[src/moving_window_deconvolution_macros.svh]
// ----------------------------------------------------------------------------
// moving window deconvolution assertion macros
// concurrent assertion wrappers, empty under synthesis
// ----------------------------------------------------------------------------
`ifndef MOVING_WINDOW_DECONVOLUTION_MACROS_SVH
`define MOVING_WINDOW_DECONVOLUTION_MACROS_SVH
`ifndef SYNTHESIS
// same-cycle implication
`define MWD_ASSERT_IMPL(label, clk, rst_n, ante, cons) \
    label: assert property (@(posedge clk) disable iff (!rst_n) (ante) |-> (cons)) \
        else $error("mwd assertion failed");
// next-cycle implication
`define MWD_ASSERT_NEXT(label, clk, rst_n, ante, cons) \
    label: assert property (@(posedge clk) disable iff (!rst_n) (ante) |=> (cons)) \
        else $error("mwd assertion failed");
`else
`define MWD_ASSERT_IMPL(label, clk, rst_n, ante, cons)
`define MWD_ASSERT_NEXT(label, clk, rst_n, ante, cons)
`endif
`endif

[src/mwd_pkg.sv]
// ----------------------------------------------------------------------------
// mwd_pkg
// shared widths and beat types of the moving window deconvolution
// ----------------------------------------------------------------------------
`timescale 1ns / 1ps

package mwd_pkg;

    localparam int ACC_BITS   = 48;
    localparam int SUM_BITS   = 58;
    localparam int DECAY_BITS = 17;

    // register indexes, byte address is four times the index
    typedef enum logic [1:0] {
        REG_DECAY  = 2'd0,
        REG_OFFSET = 2'd1,
        REG_WINDOW = 2'd2
    } t_reg_idx;

    typedef struct packed {
        logic                valid;
        logic [SUM_BITS-1:0] sum;
    } t_sum_beat;

    typedef struct packed {
        logic                valid;
        logic [ACC_BITS-1:0] filtered;
    } t_res_beat;

endpackage

[src/mwd_div.sv]
// ----------------------------------------------------------------------------
// mwd_div
// pipelined signed divide of the window sum by the window length,
// truncating toward zero, four quotient bits per stage
// ----------------------------------------------------------------------------
`timescale 1ns / 1ps

module mwd_div #(
    parameter int MAX_WINDOW = 1024
) (
    input  logic                            i_clk,
    input  logic                            i_rst_n,
    input  logic                            i_adv,
    input  mwd_pkg::t_sum_beat              i_sum,
    input  logic [$clog2(MAX_WINDOW+1)-1:0] i_win,
    output mwd_pkg::t_res_beat              o_res
);
    import mwd_pkg::*;

    localparam int WIN_BITS  = $clog2(MAX_WINDOW + 1);
    localparam int STEP_BITS = 4;
    localparam int STAGES    = (SUM_BITS + STEP_BITS - 1) / STEP_BITS;
    localparam int DIV_BITS  = STAGES * STEP_BITS;

    logic                r_v   [STAGES+1];
    logic                r_neg [STAGES+1];
    logic [DIV_BITS-1:0] r_w   [STAGES+1];
    logic [WIN_BITS-1:0] r_rem [STAGES+1];
    logic                r_res_v;
    logic [ACC_BITS-1:0] r_res;

    logic [DIV_BITS-1:0] step_w   [STAGES];
    logic [WIN_BITS-1:0] step_rem [STAGES];
    logic [SUM_BITS-1:0] mag;
    logic [ACC_BITS-1:0] quo;

    function automatic logic [WIN_BITS+DIV_BITS-1:0] div_step(
        input logic [WIN_BITS-1:0] rem_in,
        input logic [DIV_BITS-1:0] w_in,
        input logic [WIN_BITS-1:0] len
    );
        logic [WIN_BITS:0]   t;
        logic [WIN_BITS-1:0] rem;
        logic [DIV_BITS-1:0] w;
        rem = rem_in;
        w   = w_in;
        for (int b = 0; b < STEP_BITS; b++) begin
            t = {rem, w[DIV_BITS-1]};
            w = {w[DIV_BITS-2:0], 1'b0};
            if (t >= {1'b0, len}) begin
                t    = t - {1'b0, len};
                w[0] = 1'b1;
            end
            rem = t[WIN_BITS-1:0];
        end
        return {rem, w};
    endfunction

    always_comb begin
        mag = i_sum.sum[SUM_BITS-1] ? (~i_sum.sum + SUM_BITS'(1)) : i_sum.sum;
        quo = r_w[STAGES][ACC_BITS-1:0];
        for (int k = 0; k < STAGES; k++) begin
            {step_rem[k], step_w[k]} = div_step(r_rem[k], r_w[k], i_win);
        end
    end

    always_ff @(posedge i_clk) begin
        if (!i_rst_n) begin
            for (int k = 0; k <= STAGES; k++) begin
                r_v[k] <= 1'b0;
            end
            r_res_v <= 1'b0;
        end else if (i_adv) begin
            r_v[0] <= i_sum.valid;
            for (int k = 0; k < STAGES; k++) begin
                r_v[k+1] <= r_v[k];
            end
            r_res_v <= r_v[STAGES];
        end
    end

    always_ff @(posedge i_clk) begin
        if (i_adv) begin
            r_neg[0] <= i_sum.sum[SUM_BITS-1];
            r_w[0]   <= DIV_BITS'(mag);
            r_rem[0] <= '0;
            for (int k = 0; k < STAGES; k++) begin
                r_neg[k+1] <= r_neg[k];
                r_w[k+1]   <= step_w[k];
                r_rem[k+1] <= step_rem[k];
            end
            r_res <= r_neg[STAGES] ? (~quo + ACC_BITS'(1)) : quo;
        end
    end

    assign o_res.valid    = r_res_v;
    assign o_res.filtered = r_res;

endmodule

[config.mk]
export PLATFORM = sky130hd
export DESIGN_NAME = mwd_div
export DESIGN_NICKNAME = d
export VERILOG_FILES = /design/src/moving_window_deconvolution_macros.svh /design/src/mwd_pkg.sv /design/src/mwd_div.sv
export SDC_FILE = /design/constraint.sdc
export NUM_CORES = 2
export LEC_CHECK = 0
export BUFFER_PORTS_ARGS = -buffer_cell sky130_fd_sc_hd__buf_2
export CAP_MARGIN = 20
export CORE_AREA = 5 5 415 315
export CTS_BUF_LIST = sky130_fd_sc_hd__clkbuf_4
export DETAILED_ROUTE_END_ITERATION = 10
export DIE_AREA = 0 0 420 320
export MAX_ROUTING_LAYER = met4
export PLACE_DENSITY_LB_ADDON = 0.3
export SLEW_MARGIN = 20
export SYNTH_ARGS = -nofsm -noshare
export SYNTH_HDL_FRONTEND = slang
export SYNTH_SLANG_ARGS = --single-unit
[constraint.sdc]
create_clock -name i_clk -period 11.15 [get_ports i_clk]
set_input_delay 1.115 -clock i_clk [delete_from_list [all_inputs] [get_ports i_clk]]
set_output_delay 1.115 -clock i_clk [all_outputs]
set_load 0.02 [all_outputs]
==> run summary <==
The run finished with clean final reports. The worst hold path cell count is 3. The worst setup path is of the reg2reg kind. Once the floorplan was initialized, standard cells occupied 53.6% of the core.

The post-route clock period utilization came out at approximately 93%. The initial antenna violation count is 10. The pin slew with the least headroom to its limit is 1.02 ns.

Of the cells placed in the final design, the portion with a size suffix greater than 1 is 16.2%. The number of buffers added to fix hold violations after cts is 0. The setup clock skew after layout came out at 0.0902 ns. Global routing used between 20% and 30% of the available tracks across all layers. The worst setup path is launched from a flip-flop. The first routing iteration left 4,462 violations.

The maximum net fanout on the critical path is 16. Setup repair after global routing left no endpoint under its margin. The clock tree buffer depth is 4. At the worst endpoint, the arrival time is 11.25 ns.

The final weighted congestion of routability-driven global placement is between 0.9 and 1. Measured against its own limit, the worst slew margin works out to 32.0%. The maximum level of the CTS H-tree is 5.

The required time at the endpoint of the critical path came out at about 12 ns. The simple-gate portion of the synthesized area came out at 12.1%. The die extent in y came out at 320 um. The average instance area after synthesis came out at 11.1 um^2. The number of flops mapped to enable cells by yosys is around 1,000. The cell count after synthesis came out at approximately 6,100. The min-delay analysis places its worst path in the category in2reg.

The nature of the critical path endpoint is a flip-flop. The sequential share of the synthesized area came out at 45.4%. Adding up every negative setup slack in the final design gives 0 ns. The hold violation count in the final report is 0. The core area is roughly 130,000 um^2. The number of sinks on the clock net is 1,025. The most numerous cell type found on the critical path is sky130_fd_sc_hd__mux2_2. The largest stage delay on the critical path is 0.78 ns.

Of the total synthesized cell area, the portion taken by full adders, half adders and majority gates is 13.8%. The count of final setup violators came out at 0. The via count of the first global-routing pass came out at 47,693. The depth of the worst register-to-register path is 36. The remaining design rule violation count came out at 0. Yosys attributes the largest share of cell area to sky130_fd_sc_hd__edfxtp_1, sky130_fd_sc_hd__ha_1, sky130_fd_sc_hd__mux2_2. The die is 420 um wide. The TritonCTS clock tree is done. The number of gates resized after cts came out at 0. The post-detailed-placement half-perimeter wirelength came out at ~120,000 um. Before antenna repair, the detailed router went through 6 iterations. Relative to the synthesized area, the layout overhead comes to 11.1%. The total overflow reported by the global router is 0. By area, the combinational part of the netlist is dominated by compound AO/OA/AOI/OAI gates.

The xor and xnor area share after synthesis came out at about 6%. The compound-gate portion of the synthesized area came out at between 10% and 20%. The biggest area contributor in the post-synthesis netlist is sky130_fd_sc_hd__edfxtp_1. The clock latency on the worst-skew pair is 1.25 ns. The number of distinct library cells after synthesis came out at 97.

Once detail routing completed, the nets flagged for antenna violations numbered 0. The number of buffers added on ports is 121. The max-capacitance violation count is 0.

The portion of netlist area occupied by mux cells came out at 6.01%. The ratio of routed vias to standard cells is 5.89. The final wirelength came out at 163,000 um. In this run the clock root is driven by a sky130_fd_sc_hd__clkbuf_4. The detailed-route via count came out at 49,896. Post-CTS timing repair inserted 0 buffers for setup. The number of rows created at floorplan is 113. The number of nets at the end of the flow is 7,407.

Clock-pin slew was measured on the worst setup and hold paths at roughly 0.06 ns. The synthesized netlist occupies a cell area of 67,500 um^2. The area enclosed by the die boundary is 134,000 um^2.

The share of the synthesized area in the top cell type came out at 45.2%. The CTS buffer count is 277. Based on the critical path, the design can be clocked at up to 96.8 MHz. The total of flip-flops plus latches after synthesis is 1,025. After synthesis, the share of flip-flops with an asynchronous set or reset is 0%. The number of pins exceeding their max-slew limit in the final report is 0.

The average wire per standard cell is ~19 um. The largest individual stage delay along the critical path comes from the cell sky130_fd_sc_hd__mux2i_2. The largest net degree at the start of global routing is between 150 and 200.

The top flip-flop cell by instance count after synthesis is sky130_fd_sc_hd__edfxtp_1. The global-route wire length before repair is 257,000 um. The yosys synthesis warning count came out at 0.

122 I/O pins were placed. The minimum clock period came out at about 10 ns.
## cell type report
class                   count  area (um^2)
fillers                 10348        51000
multi-input cells        4635        35200
flip-flops and latches   1025        30700
clock buffers             374         2810
repair buffers            319         2360
well taps                1667         2090
inverters                 368         1400
clock inverters            75          470
diodes                     13         32.5
## flip-flops by register name, summed over array words and instances, names as in the netlist
register  flops
r_w         790
r_res        48
r_neg        16
r_rem       154
r_res_v       1
r_v          16
## cells in the final DEF (no fill, tap or decap), types with 90 or more instances in the layout
cell | synthesis | layout
sky130_fd_sc_hd__edfxtp_1 | 1015 | 1015
sky130_fd_sc_hd__ha_1 | 651 | 651
sky130_fd_sc_hd__nor2_1 | 428 | 428
sky130_fd_sc_hd__clkbuf_4 | 0 | 374
sky130_fd_sc_hd__o21ai_0 | 371 | 371
sky130_fd_sc_hd__nand2_1 | 343 | 343
sky130_fd_sc_hd__inv_1 | 349 | 339
sky130_fd_sc_hd__a21oi_1 | 331 | 331
sky130_fd_sc_hd__xnor2_1 | 323 | 323
sky130_fd_sc_hd__mux2_2 | 264 | 264
sky130_fd_sc_hd__buf_4 | 2 | 180
sky130_fd_sc_hd__nor3_1 | 144 | 144
sky130_fd_sc_hd__nor2b_1 | 134 | 134
sky130_fd_sc_hd__xor2_1 | 134 | 134
sky130_fd_sc_hd__a21o_1 | 118 | 118
sky130_fd_sc_hd__buf_2 | 9 | 118
sky130_fd_sc_hd__nand4_1 | 116 | 116
sky130_fd_sc_hd__o21a_1 | 115 | 115
sky130_fd_sc_hd__o31ai_1 | 101 | 101
sky130_fd_sc_hd__nand3_1 | 90 | 90
## worst max-delay path, delay by kind of cell, from the launching register on
| kind | cells | cell delay, ns |
|---|---|---|
| compound gates | 17 | 4.03 |
| fa+ha+maj | 5 | 1.78 |
| buf+inv | 3 | 0.44 |
| flops | 1 | 0.44 |
| mux | 5 | 2.36 |
| simple gates | 6 | 0.95 |
## cells in the mapped netlist (16+ instances only)
cell type                  count
sky130_fd_sc_hd__edfxtp_1   1015
sky130_fd_sc_hd__ha_1        651
sky130_fd_sc_hd__nor2_1      428
sky130_fd_sc_hd__o21ai_0     371
sky130_fd_sc_hd__inv_1       349
sky130_fd_sc_hd__nand2_1     343
sky130_fd_sc_hd__a21oi_1     331
sky130_fd_sc_hd__xnor2_1     323
sky130_fd_sc_hd__mux2_2      264
sky130_fd_sc_hd__nor3_1      144
sky130_fd_sc_hd__nor2b_1     134
sky130_fd_sc_hd__xor2_1      134
sky130_fd_sc_hd__a21o_1      118
sky130_fd_sc_hd__nand4_1     116
sky130_fd_sc_hd__o21a_1      115
sky130_fd_sc_hd__o31ai_1     101
sky130_fd_sc_hd__nand3_1      90
sky130_fd_sc_hd__mux2i_1      89
sky130_fd_sc_hd__nand2b_1     81
sky130_fd_sc_hd__clkbuf_1     61
sky130_fd_sc_hd__a21boi_0     58
sky130_fd_sc_hd__fa_1         57
sky130_fd_sc_hd__or3_1        51
sky130_fd_sc_hd__a31oi_1      46
sky130_fd_sc_hd__and3_1       45
sky130_fd_sc_hd__o211ai_1     41
sky130_fd_sc_hd__or2_2        39
sky130_fd_sc_hd__nor4_1       31
sky130_fd_sc_hd__and2_1       29
sky130_fd_sc_hd__o41ai_1      27
sky130_fd_sc_hd__or4_1        27
sky130_fd_sc_hd__a211oi_1     23
sky130_fd_sc_hd__o21bai_1     23
sky130_fd_sc_hd__o31a_1       23
sky130_fd_sc_hd__inv_2        16
sky130_fd_sc_hd__mux2_1       16
## through the flow
stage / std cells / instance area [um^2] / hold slack (ns) / util (%) / worst slack [ns]
2_1_floorplan: 6108 / 67500 / 0.400 / - / -0.0852
3_3_place_gp: 8014 / 71700 / 0.400 / 56.9 / -0.0828
3_5_place_dp: 8014 / 71700 / 0.405 / 56.9 / -0.221
4_1_cts: 8463 / 75000 / 0.0467 / 59.5 / 0.945
5_1_grt: 8474 / 75000 / 0.0877 / 59.5 / 0.194
6_report: 8476 / 75000 / 0.202 / 59.5 / 0.819
## cells by family after synthesis
group	Yosys count
XOR/XNOR	457
buffers and inverters	448
other	1
AO/OA/AOI/OAI	1468
flip-flops	1025
AND/OR/NAND/NOR	1628
multiplexers	370
adder cells (fa/ha/maj)	708
## layer usage
metal  GRT usage [%]  up-vias  wire length, um  part of all wire (%)
met5               -        -                0                     0
met2            34.1     1808            67200                    41
met3            5.50      322            14200                   8.7
met1            36.1    23421            77700                    48
met4            7.96        0             4300                   2.6
li1                -    24345                -                     -
## final timing paths
kind                                   from  slack [ns]      endpoint
worst max register to register  r_w[1][299]        0.82  r_rem[1][63]
worst max-delay path            r_w[1][299]        0.82  r_rem[1][63]
worst min register to register    r_w[1][4]        0.38    r_w[1][68]
worst min-delay path              i_sum[58]        0.20        r_v[0]
Power is left out: the tool's default activity adds up to more than one toggle a clock period on the data nets, which glitch-free logic cannot reach.
